--- src/design/fmsa_pkg.sv ---
// Shared widths, register codes, sideband type and helpers for the mass-shell adjuster.
package fmsa_pkg;

  localparam int WORD_W = 32;
  localparam int MASS_W = 31;
  localparam int SQ_W   = 2 * WORD_W;
  localparam int ROOT_W = WORD_W;
  localparam int LANES  = 3;

  // register index, taken from paddr bit 2
  localparam logic REG_MODE = 1'b0;
  localparam logic REG_MASS = 1'b1;

  localparam logic MODE_ENERGY   = 1'b0;
  localparam logic MODE_MOMENTUM = 1'b1;

  localparam logic [WORD_W-1:0] SAT_MAX = {1'b0, {(WORD_W-1){1'b1}}};
  localparam logic [WORD_W-1:0] SAT_MIN = {1'b1, {(WORD_W-1){1'b0}}};

  typedef struct packed {
    logic                          valid;
    logic                          mode;
    logic                          space;
    logic [MASS_W-1:0]             mass;
    logic [LANES-1:0][WORD_W-1:0]  p;
    logic [WORD_W-1:0]             e;
    logic [ROOT_W-1:0]             root;
    logic [LANES-1:0]              ovf;
  } sb_t;

  function automatic logic [WORD_W-1:0] mag(logic [WORD_W-1:0] x);
    return x[WORD_W-1] ? (~x + WORD_W'(1)) : x;
  endfunction

endpackage

--- src/design/fmsa_div_cell.sv ---
// One stage of restoring division: settles quotient bit K.
module fmsa_div_cell #(
  parameter int unsigned K = 0
) (
  input  logic                        clk,
  input  logic                        adv,
  input  logic [fmsa_pkg::SQ_W-1:0]   rem_in,
  input  logic [fmsa_pkg::WORD_W-1:0] q_in,
  input  logic [fmsa_pkg::WORD_W-1:0] d_in,
  output logic [fmsa_pkg::SQ_W-1:0]   rem_out,
  output logic [fmsa_pkg::WORD_W-1:0] q_out,
  output logic [fmsa_pkg::WORD_W-1:0] d_out
);
  logic [fmsa_pkg::SQ_W-1:0] dk;
  assign dk = fmsa_pkg::SQ_W'(d_in) << K;

  always_ff @(posedge clk) begin
    if (adv) begin
      d_out <= d_in;
      if (rem_in >= dk) begin
        rem_out <= rem_in - dk;
        q_out   <= q_in | (fmsa_pkg::WORD_W'(1) << K);
      end else begin
        rem_out <= rem_in;
        q_out   <= q_in;
      end
    end
  end
endmodule

--- config.mk ---
export PLATFORM = sky130hd
export DESIGN_NAME = fmsa_div_cell
export DESIGN_NICKNAME = d
export VERILOG_FILES = /design/src/design/fmsa_pkg.sv /design/src/design/fmsa_div_cell.sv
export SDC_FILE = /design/constraint.sdc
export NUM_CORES = 1
export LEC_CHECK = 0
export ABC_AREA = 1
export BUFFER_PORTS_ARGS = -buffer_cell sky130_fd_sc_hd__buf_4
export CORE_UTILIZATION = 42
export DETAILED_ROUTE_END_ITERATION = 8
export HOLD_SLACK_MARGIN = 0.12
export PLACE_DENSITY = 0.67
export RECOVER_POWER = 100
export SLEW_MARGIN = 30
export SYNTH_ARGS = -nofsm -noshare
export SYNTH_HDL_FRONTEND = slang
export SYNTH_SLANG_ARGS = --single-unit
--- constraint.sdc ---
create_clock -name clk -period 6.21 [get_ports clk]
set_input_delay 1.242 -clock clk [delete_from_list [all_inputs] [get_ports clk]]
set_output_delay 1.242 -clock clk [all_outputs]
set_load 0.01 [all_outputs]
==> reports/results.tsv <==
stage	metric	value	unit
power	max-vdd-ir-drop	0.192	mV
setup_path	worst_path_largest_cell_delay	0.97	ns
floorplan	fp.dieW	146	um
worst_hold_path	holdCritPathClass	input port to register	
global_routing	grt_first_pass_wirelength	42600	um
layout	drive_gt1_share	13.0	%
placement	hpwl	22700	um
sta	rsz0062_at_grt	no	
layout	layout_commonest_cell	nand2_1	
placement	pre_cts_ws	2.19	ns
placement	io_buffers	257	
setup_path	cp_max_fo	27	
power	powerDensity	242	mW/mm2
synthesis	synthDistinctLibCells	31	
synthesis	synth_top_flop_cell	edfxtp_1	
layout	fillers	2164	
setup_path	cp-end-kind	register	
global_routing	grt_pass1_vias	7893	
layout	nets	1593	
floorplan	row_count	52	
clocking	hold_buffers	0	
worst_hold_path	hp-start	d_in[5]	
synthesis	synthesis.instances	1161	
setup_path	cp-start-kind	input port	
detailed_routing	vias	8251	
clocking	cts_tree	yes	
global_routing	antenna_found_initial	0	
clocking	clock_sinks	128	
global_routing	grt_max_degree	82	
synthesis	async_flop_share	0	%
global_routing	grt_overflow	0	
synthesis	synth_fp_nets	1324	
clocking	post_cts_buffers	0	
floorplan	io_pins	258	
layout	multi_input_area	0.00380	mm2
synthesis	yosysSeqAreaShare	44.3	%
detailed_routing	firstDrtPassIters	5	
clocking	h-tree-depth	4	
setup_path	crit_slowest_cell	clkbuf_1	
sta	fin_crit_sh	74.9	%
clocking	cts_resized	0	
layout	syn2layout_area_growth	24.4	%
detailed_routing	postRouteAntennaNets	0	
sta	maxSlewHeadroom	-72.6	%
clocking	clkTransAtPathRegs	0.07	ns
setup_path	crit_top_cell	nand2_1	
synthesis	yosys_warnings	0	
sta	fmax	215	MHz
outcome	status	finished with violations	
clocking	clock-root-buffer	clkbuf_16	
layout	antenna_cells	0	
power	p_leak	5.01	nW
detailed_routing	routedWlPerCell	16.2	um
sta	setup-violations-final	0	
setup_path	arrival	4.87	ns
setup_path	path_cells	clkbuf_4 > inv_1 > ha_1 > fa_1 > inv_1 > nand2_1 > nand2_1 > nand3_1 > nand2_1 > nand2_1 > nand2_1 > nand2_1 > nand3_2 > clkbuf_1 > inv_2 > clkbuf_1 > a21oi_1	
setup_path	crit_type	input port to register	
sta	tightest_slew	2.59	ns
synthesis	synth-edff-count	128	
layout	regArea	0.00384	mm2
detailed_routing	drt-initial-drc-count	566	
sta	fin_setup_tns	0	ns
floorplan	start_util	42.9	%
clocking	clock_path_buffers	2	
detailed_routing	route.detailed.drc	0	
job	max-cap-violations	1	
placement	placed_cells	1681	
floorplan	die_y	146	um
layout	fin_cells	1713	
setup_path	required	6.43	ns
clocking	numCtsBuffers	17	
layout	final_cell_mix	nand2_1, inv_1, clkbuf_1, edfxtp_1, nor2_1	
power	power	2.61	mW
synthesis	synth.cell_area	0.00868	mm2
sta	hold_viol	0	
placement	routabilityCongestion	0.947	
synthesis	syn_area_per_cell	7.47	um2
outcome	violations	capacitance limit, slew limit	
sta	period_minus_slack	4.65	ns
global_routing	track_usage	26.4	%
detailed_routing	via_per_inst	4.82	
synthesis	ys_ff_latch	128	
detailed_routing	routed_wl	27700	um
floorplan	core	0.0202	mm2
sta	finalWorstSetupSlack	1.56	ns
floorplan	dieArea	0.0212	mm2
sta	drv_slew	49	
setup_path	cp-startpoint	rem_in[0]	
## cell usage after synthesis (6+ instances only)
master / number / area (um2)
nor3_1: 16 / 80.1
inv_1: 194 / 728
ha_1: 32 / 400
nand4_1: 21 / 131
a21oi_2: 19 / 166
buf_6: 6 / 67.6
o21ai_1: 14 / 70.1
o21ai_2: 13 / 114
edfxtp_1: 128 / 3840
nor2_1: 117 / 439
nand3_1: 66 / 330
inv_2: 21 / 78.8
a21oi_1: 31 / 155
xnor2_1: 19 / 166
nand2_1: 419 / 1570
nor2_2: 7 / 43.8
## metal layers
metal | global-route usage [%] | part of all wire (%)
met4 | 8.42 | 1.9
met1 | 37.1 | 47
met2 | 41.6 | 44
met3 | 4.51 | 6.7
met5 | 0 | 0
## area by class of cell
type	instances	share of cell area [%]
clock buffers	17	3.94
well taps	270	3.13
clock inverters	15	1.37
repair buffers	261	13.2
inverters	215	7.48
multi-input cells	807	35.2
flip-flops and latches	128	35.6
## through the flow
stage / area, um2 / hold WS [ns] / util, %
6_report: 10800 / 1.01 / 53.3
2_1_floorplan: 8680 / 1.34 / -
3_5_place_dp: 10900 / 1.42 / 53.7
5_1_grt: 10800 / 0.990 / 53.3
4_1_cts: 11400 / 0.974 / 56.6
3_3_place_gp: 10900 / 1.42 / 53.7
## state kept, by name (all words and copies together), names as in the netlist
register / flops
d_out: 32
q_out: 32
rem_out: 64
## path summary, 6_finish.rpt
kind | slack, ns | to | cells past startpoint
setup / recovery | 1.56 | rem_out[44] | 17
hold / removal | 1.01 | d_out[5] | 1
## where the power goes
group | switching (mW) | total [mW] | internal (mW)
sequential | 0.0213 | 1.08 | 1.06
combinational | 0.356 | 0.549 | 0.192
clock | 0.450 | 0.981 | 0.531
## worst max-delay path, delay by kind of cell
kind	cells	cell delay [ns]
and+or+nand+nor	8	0.74
AOI/OAI and AO/OA	1	0.45
adders and majority gates	2	0.62
buffers and inverters	6	1.80
## cell families after synthesis
| logic type | synth area share, % |
|---|---|
| adders and majority gates | 4.85 |
| xor gates and xnor gates | 2.42 |
| buffers and inverters | 10.5 |
| AOI/OAI and AO/OA | 6.94 |
| DFF | 44.3 |
| and+or+nand+nor | 31.0 |
(Power assumes the default switching activity.)
