**src/design/fmsa_pkg.sv**
```systemverilog
// Shared widths, register codes, sideband type and helpers for the mass-shell adjuster.
package fmsa_pkg;

  localparam int WORD_W = 32;
  localparam int MASS_W = 31;
  localparam int SQ_W   = 2 * WORD_W;
  localparam int ROOT_W = WORD_W;
  localparam int LANES  = 3;

  // register index, taken from paddr bit 2
  localparam logic REG_MODE = 1'b0;
  localparam logic REG_MASS = 1'b1;

  localparam logic MODE_ENERGY   = 1'b0;
  localparam logic MODE_MOMENTUM = 1'b1;

  localparam logic [WORD_W-1:0] SAT_MAX = {1'b0, {(WORD_W-1){1'b1}}};
  localparam logic [WORD_W-1:0] SAT_MIN = {1'b1, {(WORD_W-1){1'b0}}};

  typedef struct packed {
    logic                          valid;
    logic                          mode;
    logic                          space;
    logic [MASS_W-1:0]             mass;
    logic [LANES-1:0][WORD_W-1:0]  p;
    logic [WORD_W-1:0]             e;
    logic [ROOT_W-1:0]             root;
    logic [LANES-1:0]              ovf;
  } sb_t;

  function automatic logic [WORD_W-1:0] mag(logic [WORD_W-1:0] x);
    return x[WORD_W-1] ? (~x + WORD_W'(1)) : x;
  endfunction

endpackage

```
**src/design/fmsa_sqrt_cell.sv**
```systemverilog
// One stage of the integer square root: settles one result bit.
module fmsa_sqrt_cell #(
  parameter int unsigned K = 0
) (
  input  logic                      clk,
  input  logic                      adv,
  input  logic [fmsa_pkg::SQ_W-1:0] v_in,
  input  logic [fmsa_pkg::SQ_W-1:0] r_in,
  output logic [fmsa_pkg::SQ_W-1:0] v_out,
  output logic [fmsa_pkg::SQ_W-1:0] r_out
);
  localparam logic [fmsa_pkg::SQ_W-1:0] BIT = fmsa_pkg::SQ_W'(1) << (2 * K);

  logic [fmsa_pkg::SQ_W-1:0] trial;
  assign trial = r_in + BIT;

  always_ff @(posedge clk) begin
    if (adv) begin
      if (v_in >= trial) begin
        v_out <= v_in - trial;
        r_out <= (r_in >> 1) + BIT;
      end else begin
        v_out <= v_in;
        r_out <= r_in >> 1;
      end
    end
  end
endmodule

```
**config.mk**
```make
export PLATFORM = sky130hd
export DESIGN_NAME = fmsa_sqrt_cell
export DESIGN_NICKNAME = d
export VERILOG_FILES = /design/src/design/fmsa_pkg.sv /design/src/design/fmsa_sqrt_cell.sv
export SDC_FILE = /design/constraint.sdc
export NUM_CORES = 1
export LEC_CHECK = 0
export ABC_AREA = 1
export BUFFER_PORTS_ARGS = -buffer_cell sky130_fd_sc_hd__buf_2
export CAP_MARGIN = 0
export CELL_PAD_IN_SITES_DETAIL_PLACEMENT = 1
export CELL_PAD_IN_SITES_GLOBAL_PLACEMENT = 2
export CORE_ASPECT_RATIO = 0.5
export CORE_MARGIN = 8
export CORE_UTILIZATION = 33
export DETAILED_ROUTE_END_ITERATION = 8
export GPL_ROUTABILITY_DRIVEN = 0
export PLACE_DENSITY_LB_ADDON = 0.08
export SKIP_CTS_REPAIR_TIMING = 1
export SYNTH_ARGS = -nofsm -noshare
export SYNTH_HDL_FRONTEND = slang
export SYNTH_SLANG_ARGS = --single-unit
```
**constraint.sdc**
```tcl
create_clock -name clk -period 5.5 [get_ports clk]
set_clock_uncertainty 0.1 [all_clocks]
set_input_delay 0.55 -clock clk [delete_from_list [all_inputs] [get_ports clk]]
set_output_delay 0.55 -clock clk [all_outputs]
set_load 0.005 [all_outputs]
```
==> flow_summary_export.csv <==
group,metric,value,unit
clock_tree,clock_sinks,128,
layout,drive_gt1_share,13.0,%
critical_path,crit_fanout,31,
power,p_clk_share,33.0,%
timing,tns,0,ns
clock_tree,tritoncts,"done",
critical_path,crit_arrival,4.83,ns
layout,layout_commonest_cell,"nand2_1",
logic_synthesis,synth-adder-area-share,5.86,%
global_routing,grt_pass1_wl,102000,um
layout,final_area,17100,um2
timing,holdWs,0.312,ns
detailed_routing,vias,16200,
power,p_per_area,231,nW/um2
detailed_routing,drt.antenna.violating_nets,0,
placed_design,place_area,16500,um2
logic_synthesis,yosysWarnings,0,
clock_tree,cts_buffers,17,
die,core-area,43400,um2
detailed_routing,wl_per_cell,21.9,um
placed_design,port-buffer-count,257,
global_routing,grt_max_degree,94,
power,swShare,38.0,%
detailed_routing,route.detailed.drc,0,
timing,rsz0062_at_grt,"false",
logic_synthesis,yosysUniqueCellTypes,36,
power,power.internal,2.45,mW
layout,utilization,39.5,%
placed_design,dp.final_hpwl,60300,um
logic_synthesis,ys_seq_elements,128,
layout,diodes,0,
power,leakage,9.19,nW
logic_synthesis,yosysSeqAreaShare,26.6,%
timing,timing.final.max_slew_violations,0,
min_path,hp-class,"input port to flip-flop",
logic_synthesis,synth_nets,2565,
logic_synthesis,syn_area_per_cell,6.10,um2
logic_synthesis,synth_largest_area_cell,"edfxtp_1",
logic_synthesis,synthMuxAreaShare,0,%
power,combPwrFrac,34.5,%
logic_synthesis,synth_area,14400,um2
layout,instances_no_fill,3234,
clock_tree,clock_path_buffers,2,
clock_tree,htreeDepth,4,
critical_path,critPathLaunchType,"input port",
run,max_cap_violations,0,
timing,setup_violations,0,
clock_tree,clockRootBuffer,"clkbuf_16",
global_routing,grt_overflow_total,0,
global_routing,grt_pass1_vias,15900,
die,rows,54,
logic_synthesis,synth_compound_area_share,3.48,%
timing,slew-limit-headroom,31.8,%
timing,final.min_clock_period,4.71,ns
die,die_y,164,um
timing,worstMarginPinSlew,1.02,ns
critical_path,critPathCaptureType,"flip-flop",
layout,syn_to_final_growth,18.5,%
timing,fin_crit_sh,85.7,%
timing,fmax,212,MHz
clock_tree,clk_pin_slew,0.07,ns
placed_design,dp_cells,3203,
global_routing,antenna_found_initial,3,
power,power_switching,1.50,mW
logic_synthesis,post_synth_xor_area_fraction,8.85,%
die,start_util,33.3,%
critical_path,critPathRequiredTime,5.62,ns
logic_synthesis,yosysTopAreaCellShare,26.6,%
layout,mostFrequentLayoutCells,"nand2_1, inv_1, buf_2",
logic_synthesis,synth_simple_gate_area_share,41.5,%
timing,hold_viol_final,0,
detailed_routing,dr.pass1.iters,5,
die,ioPinCount,258,
die,dieArea,51100,um2
global_routing,grt_usage,26.9,%
die,die_w,312,um
power,seq_power_share,32.5,%
logic_synthesis,synth_top_family_by_area,"simple AND/OR/NAND/NOR gates",
logic_synthesis,netlist_top_cells_area,"edfxtp_1, nand2_1, inv_1, xor2_1, nand3_1",
power,max-vdd-ir-drop,0.240,mV
detailed_routing,routed_wirelength,70800,um
detailed_routing,drtIter0Drc,1451,
layout,nets,2831,
detailed_routing,viasPerCell,5.00,
run_status,status,"completed",
logic_synthesis,syn_inst,2368,
critical_path,critical_path_class,"input port to flip-flop",
==> power by group through the flow <==
stage	Sequential, mW	Clock, mW	Combinational (mW)
floorplan	1.32	0	0.760
global placement	1.30	0	1.35
detailed placement	1.31	0	1.35
CTS	1.29	1.32	1.36
global route	1.30	1.35	1.50
finish	1.28	1.30	1.36
==> kinds of logic (layout without fill, tap and decap cells) <==
kind of cell / Yosys count / in the layout
simple gates: 1444 / 1444
xor+xnor: 146 / 146
flops: 128 / 128
fa+ha+maj: 67 / 67
buf+inv: 484 / 762
compound gates: 99 / 99
==> state kept, by name, indices dropped and copies added, names as in the netlist <==
signal  flops
r_out      64
v_out      64
==> cells in the mapped netlist <==
| cell type | number |
|---|---|
| and3b_1 | 2 |
| buf_1 | 2 |
| nor3_2 | 2 |
| and3_2 | 1 |
| clkbuf_1 | 10 |
| xnor2_1 | 6 |
| nor2_2 | 6 |
| nand3_2 | 4 |
| and2_1 | 3 |
| xor2_1 | 140 |
| nand2_1 | 910 |
| nand2_2 | 3 |
| o21ai_0 | 8 |
| nor3b_1 | 2 |
| nor2_1 | 206 |
| nand3b_1 | 5 |
| a21oi_2 | 1 |
| nor3_1 | 40 |
| nand4_1 | 41 |
| o21ai_2 | 1 |
| o21ai_1 | 52 |
| nor2_4 | 4 |
| and3_1 | 3 |
| buf_6 | 15 |
| edfxtp_1 | 128 |
| fa_1 | 1 |
| buf_4 | 4 |
| a21oi_1 | 37 |
| buf_2 | 8 |
| inv_2 | 4 |
| nor4_1 | 8 |
| nand3_1 | 203 |
| buf_8 | 2 |
| inv_1 | 439 |
| ha_1 | 66 |
| or2_2 | 1 |
==> cell type report <==
| type | count | area, um2 |
|---|---|---|
| flip-flops and latches | 128 | 3840 |
| inverters | 443 | 1660 |
| clock buffers | 18 | 429 |
| repair buffers | 288 | 1610 |
| well taps | 588 | 736 |
| fillers | 5918 | 26300 |
| clock inverters | 13 | 186 |
| multi-input cells | 1756 | 8640 |
==> metrics by stage <==
| stage | setup slack [ns] | total power [mW] |
|---|---|---|
| 4_1_cts | 0.918 | 3.97 |
| 5_1_grt | 0.529 | 4.14 |
| 3_5_place_dp | 0.434 | 2.66 |
| 2_1_floorplan | 1.76 | 2.08 |
| 6_report | 0.788 | 3.95 |
| 3_3_place_gp | 0.599 | 2.65 |
==> layer usage <==
metal,wire length (um),part of all wire [%],track usage [%]
met1,33500,47,38.0
met2,31400,44,42.7
met3,4560,6.4,4.52
met4,1360,1.9,6.10
met5,0,0,0
==> worst max-delay path, stage by stage <==
cell     delay, ns
buf_2         0.15
ha_1          0.27
nand3_2       0.17
nor2_4        0.20
inv_1         0.13
nor2_4        0.16
inv_1         0.10
nor2_4        0.15
inv_1         0.07
nor2_1        0.17
nand3_1       0.12
xor2_1        0.58
ha_1          0.41
nand2_1       0.12
nand2_1       0.06
a21oi_1       0.16
nor2_1        0.06
nor2_1        0.11
nand2_1       0.12
a21oi_4       0.21
nand3_4       0.20
buf_12        0.23
buf_12        0.18
nand2_1       0.05
o21ai_1       0.06
==> worst paths after layout <==
kind	from	to	slack [ns]	depth (start not counted)
max	r_in[1]	r_out[7]	0.79	25
min	v_in[7]	v_out[7]	0.31	3
Power figures use the tool's default switching activity.
